[config.mk]
export PLATFORM = sky130hd
export DESIGN_NAME = ll1_table_driven_parser_core
export DESIGN_NICKNAME = d
export VERILOG_FILES = /design/src/rtl/ll1p_pkg.sv /design/src/rtl/ll1p_cfg_regs.sv /design/src/rtl/ll1p_engine.sv /design/src/rtl/ll1_table_driven_parser_core.sv
export SDC_FILE = /design/constraint.sdc
export NUM_CORES = 2
export LEC_CHECK = 0
export BUFFER_PORTS_ARGS = -buffer_cell sky130_fd_sc_hd__buf_2
export CAP_MARGIN = 20
export CORE_MARGIN = 2
export CORE_UTILIZATION = 59
export CTS_BUF_LIST = sky130_fd_sc_hd__clkbuf_8
export CTS_CLUSTER_SIZE = 25
export DETAILED_ROUTE_END_ITERATION = 7
export PLACE_DENSITY = 0.74
export SYNTH_ARGS = -nofsm -noshare
export SYNTH_HDL_FRONTEND = slang
export SYNTH_SLANG_ARGS = --single-unit
[constraint.sdc]
create_clock -name clk -period 8.2 [get_ports clk]
set_clock_uncertainty 0.05 [all_clocks]
set_input_delay 1.23 -clock clk [delete_from_list [all_inputs] [get_ports clk]]
set_output_delay 1.23 -clock clk [all_outputs]
set_load 0.02 [all_outputs]
[src/rtl/ll1p_pkg.sv]
// Package for the LL(1) predictive parser core: sizes, command codes and payload types.
// Used by every module under rtl; depends on nothing.
`timescale 1ns / 1ps
package ll1p_pkg;
  localparam int MAX_TERMINALS    = 8;
  localparam int MAX_NONTERMINALS = 8;
  localparam int MAX_PRODUCTIONS  = 16;
  localparam int MAX_BODY         = 8;
  localparam int STACK_DEPTH      = 64;
  localparam int MAX_EXPANSIONS   = 16;

  localparam int SP_W  = 7;   // holds 0..STACK_DEPTH
  localparam int SA_W  = 6;   // stack address
  localparam int PT_AW = 6;   // parse table address
  localparam int BS_AW = 7;   // body symbol address

  localparam logic [7:0] END_MARK = 8'd36;

  localparam logic [2:0] CMD_LOAD_T   = 3'd0;
  localparam logic [2:0] CMD_LOAD_N   = 3'd1;
  localparam logic [2:0] CMD_TABLE    = 3'd2;
  localparam logic [2:0] CMD_BODY_SYM = 3'd3;
  localparam logic [2:0] CMD_BODY_LEN = 3'd4;
  localparam logic [2:0] CMD_BEGIN    = 3'd5;
  localparam logic [2:0] CMD_TOKEN    = 3'd6;
  localparam logic [2:0] CMD_END      = 3'd7;

  localparam logic [1:0] ST_DONE   = 2'd0;
  localparam logic [1:0] ST_CONSUMED = 2'd1;
  localparam logic [1:0] ST_ACCEPT = 2'd2;
  localparam logic [1:0] ST_REJECT = 2'd3;

  localparam logic [1:0] REG_START = 2'd0;
  localparam logic [1:0] REG_TCNT  = 2'd1;
  localparam logic [1:0] REG_NCNT  = 2'd2;

  typedef struct packed {
    logic [2:0] cmd;
    logic [3:0] row;
    logic [2:0] col;
    logic [7:0] value;
  } in_item_t;

  typedef struct packed {
    logic [1:0] status;
    logic [4:0] expansions;
    logic       overflow;
  } out_item_t;

  typedef struct packed {
    logic [7:0] start_symbol;
    logic [3:0] terminal_count;
    logic [3:0] nonterminal_count;
  } cfg_t;
endpackage

[src/rtl/ll1p_cfg_regs.sv]
// APB-style configuration registers of the LL(1) parser core.
// Depends on ll1p_pkg.
`timescale 1ns / 1ps
module ll1p_cfg_regs (
  input  logic          clk,
  input  logic          rst,
  input  logic          psel,
  input  logic          penable,
  input  logic          pwrite,
  input  logic [3:0]    paddr,
  input  logic [31:0]   pwdata,
  output logic [31:0]   prdata,
  output logic          pready,
  output ll1p_pkg::cfg_t cfg
);
  import ll1p_pkg::*;

  logic [1:0] reg_index;
  logic       wr_en;

  assign reg_index = paddr[3:2];
  assign wr_en     = psel && penable && pwrite;
  assign pready    = 1'b1;

  // Register writes in the access phase.
  always_ff @(posedge clk) begin
    if (rst) begin
      cfg.start_symbol      <= 8'd65;
      cfg.terminal_count    <= 4'd6;
      cfg.nonterminal_count <= 4'd5;
    end else if (wr_en) begin
      case (reg_index)
        REG_START: cfg.start_symbol      <= pwdata[7:0];
        REG_TCNT:  cfg.terminal_count    <= pwdata[3:0];
        REG_NCNT:  cfg.nonterminal_count <= pwdata[3:0];
        default: ;
      endcase
    end
  end

  // Read-back mux.
  always_comb begin
    case (reg_index)
      REG_START: prdata = {24'd0, cfg.start_symbol};
      REG_TCNT:  prdata = {28'd0, cfg.terminal_count};
      REG_NCNT:  prdata = {28'd0, cfg.nonterminal_count};
      default:   prdata = 32'd0;
    endcase
  end
endmodule

[src/rtl/ll1p_engine.sv]
// Sequencer of the LL(1) parser: tables, symbol stack and the expand/match loop.
// Depends on ll1p_pkg.
`timescale 1ns / 1ps
module ll1p_engine (
  input  logic                clk,
  input  logic                rst,
  input  ll1p_pkg::cfg_t      cfg,
  input  logic                start,
  input  ll1p_pkg::in_item_t  item,
  output logic                busy,
  output logic                done,
  output ll1p_pkg::out_item_t result
);
  import ll1p_pkg::*;

  localparam logic [3:0] S_IDLE   = 4'd0;
  localparam logic [3:0] S_TOP    = 4'd1;  // stack top read issued
  localparam logic [3:0] S_LOOK   = 4'd2;  // top known, search symbols
  localparam logic [3:0] S_TERM   = 4'd3;  // scan terminal table
  localparam logic [3:0] S_NONT   = 4'd4;  // scan nonterminal table
  localparam logic [3:0] S_ENTRY  = 4'd5;  // parse table read
  localparam logic [3:0] S_LEN    = 4'd6;  // body length read
  localparam logic [3:0] S_PUSHRD = 4'd7;  // body symbol read
  localparam logic [3:0] S_PUSHWR = 4'd8;  // body symbol push
  localparam logic [3:0] S_DONE   = 4'd9;
  localparam logic [3:0] S_START  = 4'd10; // start symbol push after begin

  // Memories.
  logic [7:0] term_mem [MAX_TERMINALS];
  logic [7:0] nont_mem [MAX_NONTERMINALS];
  logic [4:0] pt_mem   [MAX_NONTERMINALS*MAX_TERMINALS];
  logic [7:0] body_mem [MAX_PRODUCTIONS*MAX_BODY];
  logic [3:0] len_mem  [MAX_PRODUCTIONS];
  logic [7:0] stack_mem[STACK_DEPTH];

  logic [3:0]      state;
  logic [SP_W-1:0] fill;
  logic            rejected;
  logic [7:0]      tok;
  logic            is_end;
  logic [7:0]      top;
  logic [2:0]      idx;
  logic [3:0]      scan_n;
  logic [2:0]      tcol;
  logic [2:0]      nrow;
  logic [3:0]      prod;
  logic [3:0]      len;
  logic [4:0]      exp_cnt;
  logic [7:0]      rd_body;
  logic [7:0]      rd_term;
  logic [7:0]      rd_nont;
  logic [4:0]      rd_pt;
  logic [3:0]      rd_len;

  assign busy = (state != S_IDLE);
  assign done = (state == S_DONE);

  // Table loads happen only from idle.
  always_ff @(posedge clk) begin
    if (start && state == S_IDLE) begin
      case (item.cmd)
        CMD_LOAD_T:   if (!item.row[3]) term_mem[item.row[2:0]] <= item.value;
        CMD_LOAD_N:   if (!item.row[3]) nont_mem[item.row[2:0]] <= item.value;
        CMD_TABLE:    if (!item.row[3]) pt_mem[{item.row[2:0], item.col}] <= item.value[4:0];
        CMD_BODY_SYM: body_mem[{item.row, item.col}] <= item.value;
        CMD_BODY_LEN: len_mem[item.row] <= item.value[3:0];
        default: ;
      endcase
    end
  end

  // Registered reads of the small tables.
  always_ff @(posedge clk) begin
    rd_term <= term_mem[idx];
    rd_nont <= nont_mem[idx];
    rd_pt   <= pt_mem[{nrow, tcol}];
    rd_len  <= len_mem[prod];
    rd_body <= body_mem[{prod, len[2:0] - 3'd1}];
  end

  // Stack memory: one write port, one registered read of the top.
  logic            stk_we;
  logic [SA_W-1:0] stk_wa;
  logic [7:0]      stk_wd;
  logic [7:0]      stk_rd;
  always_ff @(posedge clk) begin
    if (stk_we) stack_mem[stk_wa] <= stk_wd;
    stk_rd <= stack_mem[fill[SA_W-1:0] - 6'd1];
  end

  // Begin writes the end mark, then the start symbol; expansions push body symbols.
  always_comb begin
    stk_we = 1'b0;
    stk_wa = fill[SA_W-1:0];
    stk_wd = rd_body;
    if (state == S_IDLE && start && item.cmd == CMD_BEGIN) begin
      stk_we = 1'b1;
      stk_wa = '0;
      stk_wd = END_MARK;
    end else if (state == S_START) begin
      stk_we = 1'b1;
      stk_wd = cfg.start_symbol;
    end else if (state == S_PUSHWR) begin
      stk_we = 1'b1;
    end
  end

  function automatic out_item_t mk(input logic [1:0] s, input logic [4:0] e, input logic o);
    out_item_t r;
    r.status = s; r.expansions = e; r.overflow = o;
    return r;
  endfunction

  // Sequencer.
  always_ff @(posedge clk) begin
    if (rst) begin
      state    <= S_IDLE;
      fill     <= '0;
      rejected <= 1'b0;
      result   <= '0;
    end else begin
      case (state)
        S_IDLE: begin
          if (start) begin
            exp_cnt <= '0;
            case (item.cmd)
              CMD_BEGIN: begin
                fill     <= 7'd1;
                rejected <= 1'b0;
                result   <= mk(ST_DONE, 5'd0, 1'b0);
                state    <= S_START;
              end
              CMD_TOKEN, CMD_END: begin
                tok    <= (item.cmd == CMD_END) ? END_MARK : item.value;
                is_end <= (item.cmd == CMD_END);
                if (rejected) begin
                  result <= mk(ST_REJECT, 5'd0, 1'b0);
                  state  <= S_DONE;
                end else begin
                  state <= S_TOP;
                end
              end
              default: begin
                result <= mk(ST_DONE, 5'd0, 1'b0);
                state  <= S_DONE;
              end
            endcase
          end
        end
        S_START: begin
          fill  <= 7'd2;
          state <= S_DONE;
        end
        S_TOP: begin
          if (fill == '0) begin
            rejected <= 1'b1;
            result   <= mk(ST_REJECT, exp_cnt, 1'b0);
            state    <= S_DONE;
          end else begin
            state <= S_LOOK;
          end
        end
        S_LOOK: begin
          top <= stk_rd;
          if (stk_rd >= 8'd65 && stk_rd <= 8'd90) begin
            idx    <= 3'd0;
            scan_n <= (cfg.terminal_count > 4'd8) ? 4'd8 : cfg.terminal_count;
            state  <= S_TERM;
            len    <= 4'd15;  // marks first cycle of scan
          end else if (stk_rd != tok) begin
            rejected <= 1'b1;
            result   <= mk(ST_REJECT, exp_cnt, 1'b0);
            state    <= S_DONE;
          end else begin
            fill <= fill - 1'b1;
            if (is_end) begin
              if (fill == 7'd1) result <= mk(ST_ACCEPT, exp_cnt, 1'b0);
              else begin
                rejected <= 1'b1;
                result   <= mk(ST_REJECT, exp_cnt, 1'b0);
              end
            end else begin
              result <= mk(ST_CONSUMED, exp_cnt, 1'b0);
            end
            state <= S_DONE;
          end
        end
        // Terminal scan: one entry at a time; each compare waits for the registered table read.
        S_TERM: begin
          if (len == 4'd15) begin
            len <= 4'd0;
            if (scan_n == 4'd0) begin
              rejected <= 1'b1;
              result   <= mk(ST_REJECT, exp_cnt, 1'b0);
              state    <= S_DONE;
            end
          end else if (rd_term == tok) begin
            tcol   <= idx;
            idx    <= 3'd0;
            scan_n <= (cfg.nonterminal_count > 4'd8) ? 4'd8 : cfg.nonterminal_count;
            len    <= 4'd15;
            state  <= S_NONT;
          end else if ({1'b0, idx} + 4'd1 >= scan_n) begin
            rejected <= 1'b1;
            result   <= mk(ST_REJECT, exp_cnt, 1'b0);
            state    <= S_DONE;
          end else begin
            idx <= idx + 3'd1;
            len <= 4'd15;
          end
        end
        S_NONT: begin
          if (len == 4'd15) begin
            len <= 4'd0;
            if (scan_n == 4'd0) begin
              rejected <= 1'b1;
              result   <= mk(ST_REJECT, exp_cnt, 1'b0);
              state    <= S_DONE;
            end
          end else if (rd_nont == top) begin
            nrow  <= idx;
            state <= S_ENTRY;
            len   <= 4'd15;
          end else if ({1'b0, idx} + 4'd1 >= scan_n) begin
            rejected <= 1'b1;
            result   <= mk(ST_REJECT, exp_cnt, 1'b0);
            state    <= S_DONE;
          end else begin
            idx <= idx + 3'd1;
            len <= 4'd15;
          end
        end
        S_ENTRY: begin
          if (len == 4'd15) begin
            len <= 4'd0;
          end else if (rd_pt == 5'd0 || rd_pt > 5'(MAX_PRODUCTIONS)) begin
            rejected <= 1'b1;
            result   <= mk(ST_REJECT, exp_cnt, 1'b0);
            state    <= S_DONE;
          end else if (exp_cnt >= 5'(MAX_EXPANSIONS)) begin
            rejected <= 1'b1;
            result   <= mk(ST_REJECT, exp_cnt, 1'b1);
            state    <= S_DONE;
          end else begin
            prod  <= rd_pt[3:0] - 4'd1;
            len   <= 4'd15;
            state <= S_LEN;
          end
        end
        S_LEN: begin
          if (len == 4'd15) begin
            len <= 4'd0;
          end else begin
            if ({3'd0, (rd_len > 4'd8) ? 4'd8 : rd_len} + fill - 7'd1 > 7'(STACK_DEPTH)) begin
              rejected <= 1'b1;
              result   <= mk(ST_REJECT, exp_cnt, 1'b1);
              state    <= S_DONE;
            end else begin
              fill    <= fill - 7'd1;
              len     <= (rd_len > 4'd8) ? 4'd8 : rd_len;
              exp_cnt <= exp_cnt + 5'd1;
              state   <= (rd_len == 4'd0) ? S_TOP : S_PUSHRD;
            end
          end
        end
        S_PUSHRD: state <= S_PUSHWR;
        // Push one body symbol, last symbol of the body first.
        S_PUSHWR: begin
          fill  <= fill + 7'd1;
          len   <= len - 4'd1;
          state <= (len == 4'd1) ? S_TOP : S_PUSHRD;
        end
        S_DONE: state <= S_IDLE;
        default: state <= S_IDLE;
      endcase
    end
  end
endmodule

[src/rtl/ll1_table_driven_parser_core.sv]
// Top level of the LL(1) predictive parser core.
// Table scans go one entry at a time, and body symbols are pushed one at a time through the
// single stack write port; results leave through the out_valid/out_data output register.
// One transaction is handled at a time; the next is taken the cycle after the result is.
// Synchronous active-high reset empties the stack, clears rejection, restores registers.
`timescale 1ns / 1ps
module ll1_table_driven_parser_core (
  input  logic                clk,
  input  logic                rst,
  input  logic                in_valid,
  output logic                in_stall,
  input  ll1p_pkg::in_item_t  in_data,
  output logic                out_valid,
  input  logic                out_stall,
  output ll1p_pkg::out_item_t out_data,
  input  logic                psel,
  input  logic                penable,
  input  logic                pwrite,
  input  logic [3:0]          paddr,
  input  logic [31:0]         pwdata,
  output logic [31:0]         prdata,
  output logic                pready
);
  import ll1p_pkg::*;

  cfg_t      cfg;
  logic      busy;
  logic      done;
  logic      start;
  out_item_t result;

  ll1p_cfg_regs u_cfg (
    .clk, .rst, .psel, .penable, .pwrite, .paddr, .pwdata, .prdata, .pready, .cfg
  );

  assign in_stall = busy || out_valid;
  assign start    = in_valid && !in_stall;

  ll1p_engine u_eng (
    .clk, .rst, .cfg, .start, .item(in_data), .busy, .done, .result
  );

  // Output register.
  always_ff @(posedge clk) begin
    if (rst) begin
      out_valid <= 1'b0;
    end else if (done) begin
      out_valid <= 1'b1;
    end else if (!out_stall) begin
      out_valid <= 1'b0;
    end
  end
  always_ff @(posedge clk) begin
    if (done) out_data <= result;
  end

  a_no_accept_busy: assert property (@(posedge clk) disable iff (rst)
    busy |-> !start) else $error("item taken while busy");
  a_done_sets_valid: assert property (@(posedge clk) disable iff (rst)
    done |=> out_valid) else $error("result lost");
  a_exp_range: assert property (@(posedge clk) disable iff (rst)
    out_valid |-> out_data.expansions <= 5'd16) else $error("expansion count out of range");
endmodule
==> run metrics <==
unrepaired setup endpoints after global routing no; Die Y 385 um; layout cells sized above 1 0.246; FF-to-FF Start u_eng.fill[0]$_SDFFE_PP0P_; Reg clk slew, reported paths 70 ps; Sink Count 2177; crit path DAT 5490 ps; drt first pass iters 6; # setup viols final 0; clk_lat worst skew 990 ps; Post-CTS Resized 0; Netlist cell types 74; DR WL/cell 27.6 um; Post-synth EDFFs 2099; Vias/cell 6.37; die width 385 um; vias in the first global route 43011; WHS 385 ps; GRT overflow 0; worst reg2reg endpoint u_eng.fill[2]$_SDFFE_PP0P_; P_leak 29.8 nW; Setup Crit Path Kind register to register; maximum vdd drop 0.383 mV; nets 4652; Synth top cells by count edfxtp_1, mux4_2, nand2_1, nor2_1, clkbuf_1; crit path from u_eng.fill[0]$_SDFFE_PP0P_; initial antenna violation count 9; status complete, no violations; Slew Viols, Final 0; DP HPWL 110 mm; area leader, netlist edfxtp_1; DRC viols 0; HP Class register to register; Post-Syn Area 0.0857 sq mm; H-tree depth 5; gpl congestion 0.880; r2r setup slk 3540 ps; Area Overhead vs Synth 9.94%; FP Rows 139; drt total wl 186 mm; Hold Fails Final Rpt 0; largest net degree at the start of global routing 144; total die area 0.148 sq mm; via count 42772; # port buffers 52; synth warn 0; top-count cell post-synth edfxtp_1; startpoint class of the critical path register; 1st-iter DRT viols 5106; total setup buffers inserted after CTS 0; asr flop ratio synth 0; CTS Hold Bufs 0; fmax 215 MHz; Clock Tree Root clkbuf_8; final setup TNS 0 ps; Worst Path Required 9030 ps; Final ANT Viol Nets 0; Synth Instances 4351; R2R depth 13; CTS tree yes; sequential area share after synthesis 0.754; actual slew at the worst max-slew pin 1180 ps; Core Box Area 0.144 sq mm; slew margin rel. 0.211; synthesized area per cell 19.7 sq um; GRT Resource Usage Total 0.254; crit path time final 4660 ps; FF+latch count, synth 2177; ranking of synthesized cells by area edfxtp_1, mux4_2, dfxtp_1; max-cap violations 0; Final Cycle Share 0.568; top_reg_cell synth edfxtp_1; crit-path max FO 54; CP endpoint kind register; IO Pins 104; first-pass GRT wire length 275 mm; top-area cell type share of the netlist area 0.735; CTS Buf Count 347; initial core utilization 0.596; Max Buffers Root-to-Sink 4; crit path capture u_eng.fill[2]$_SDFFE_PP0P_; PwrDens 289 mW/mm^2
-- worst max-delay path, stage by stage (launching register included) --
cell,delay [ps]
dfxtp_4,990
inv_1,430
ha_1,330
inv_1,50
ha_1,170
inv_1,70
fa_1,440
nand2b_1,160
a21oi_1,170
xnor2_1,140
a2bb2oi_1,160
a21oi_1,850
o21ai_0,210
a32o_1,310
-- layer usage --
| layer | GRT usage | vias up | share of wire | routed length (um) |
|---|---|---|---|---|
| li1 | - | 18019 | - | - |
| met1 | 0.368 | 22210 | 0.40 | 73600 |
| met2 | 0.395 | 2160 | 0.48 | 89600 |
| met3 | 0.0505 | 375 | 0.092 | 17100 |
| met4 | 0.0831 | 8 | 0.028 | 5210 |
| met5 | 0 | - | 0.00030 | 55 |
-- area by class of cell --
type / count / area [sq um]
clock buffers: 366 / 5040
inverters: 31 / 116
well taps: 1903 / 2380
clock inverters: 229 / 1120
flip-flops and latches: 2177 / 64600
diodes: 4 / 10.0
multi-input cells: 1890 / 20100
fillers: 9261 / 49600
repair buffers: 118 / 862
-- state kept, by name (all words and copies together) (netlist names), 4 cells and up --
name and flops:
out_data 8, u_eng.fill 7, u_eng.len 4, u_eng.stk_rd 8, u_eng.state 4, u_eng.pt_mem 320, u_eng.term_mem 64, u_eng.len_mem 64
u_eng.top 8, u_eng.rd_body 8, u_eng.stack_mem 512, u_eng.prod 4, u_eng.rd_len 4, u_eng.tok 8, u_eng.rd_term 8, u_eng.rd_nont 8
u_eng.rd_pt 5, u_eng.nont_mem 64, u_eng.body_mem 1024, u_eng.exp_cnt 5, u_eng.result 8, u_cfg.cfg 16, u_eng.scan_n 4
-- stage by stage --
stage	setup slack [ps]	util	instances	instance area, sq um	power (mW)
3_5_place_dp	3510	0.612	6117	88000	19.1
2_1_floorplan	4130	-	4374	85800	17.3
5_1_grt	3090	0.655	6717	94200	28.2
4_1_cts	3490	0.655	6712	94200	27.4
6_report	3540	0.655	6718	94200	27.2
3_3_place_gp	3530	0.612	6116	88000	19.1
-- worst min path at each step --
stage	start	to	cells after the start
floorplan	u_eng.result[1]$_SDFFE_PP0P_	out_data[1]$_DFFE_PP_	0
global placement	u_eng.result[4]$_SDFFE_PP0P_	out_data[4]$_DFFE_PP_	0
detailed placement	u_eng.result[2]$_SDFFE_PP0P_	out_data[2]$_DFFE_PP_	0
CTS	pwdata[4]	u_cfg.cfg[12]$_SDFFE_PP0P_	3
global route	out_stall	out_valid$_SDFFE_PP0P_	3
finish	u_eng.result[1]$_SDFFE_PP0P_	out_data[1]$_DFFE_PP_	0
-- layout by cell type, fill, tap and decap left out, types with 11 or more instances in the layout --
| cell | count |
|---|---|
| edfxtp_1 | 2099 |
| a31oi_1 | 37 |
| clkinv_2 | 39 |
| nand3b_1 | 11 |
| inv_1 | 130 |
| xor2_1 | 25 |
| buf_4 | 63 |
| a211oi_1 | 13 |
| nor2_1 | 335 |
| buf_2 | 45 |
| clkinv_1 | 76 |
| conb_1 | 25 |
| clkbuf_8 | 366 |
| mux2_2 | 17 |
| o21ai_0 | 30 |
| nor3_1 | 25 |
| dfxtp_1 | 77 |
| mux2i_1 | 26 |
| nand3_1 | 120 |
| xnor2_1 | 15 |
| a21oi_1 | 34 |
| nand4_1 | 54 |
| ha_1 | 23 |
| mux4_2 | 581 |
| nand2_1 | 345 |
| nand2b_1 | 26 |
| and2_1 | 15 |
-- cell families (layout without fill, tap and decap cells) --
kind of cell | count (synthesis) | count (layout) | synth area share
flip-flops | 2177 | 2177 | 0.754
multiplexers | 624 | 624 | 0.158
adder cells (fa/ha/maj) | 26 | 26 | 0.00388
XOR/XNOR | 44 | 44 | 0.00450
other | 2 | 29 | 0.0000876
buffers and inverters | 307 | 744 | 0.0146
AND/OR/NAND/NOR | 1002 | 1002 | 0.0523
AO/OA/AOI/OAI | 169 | 169 | 0.0131
-- report_power, final --
part | internal [mW] | switching (mW)
logic | 2.63 | 3.39
clock network | 4.32 | 4.01
registers | 12.6 | 0.267
No activity file was read; power rests on OpenSTA's default activity.
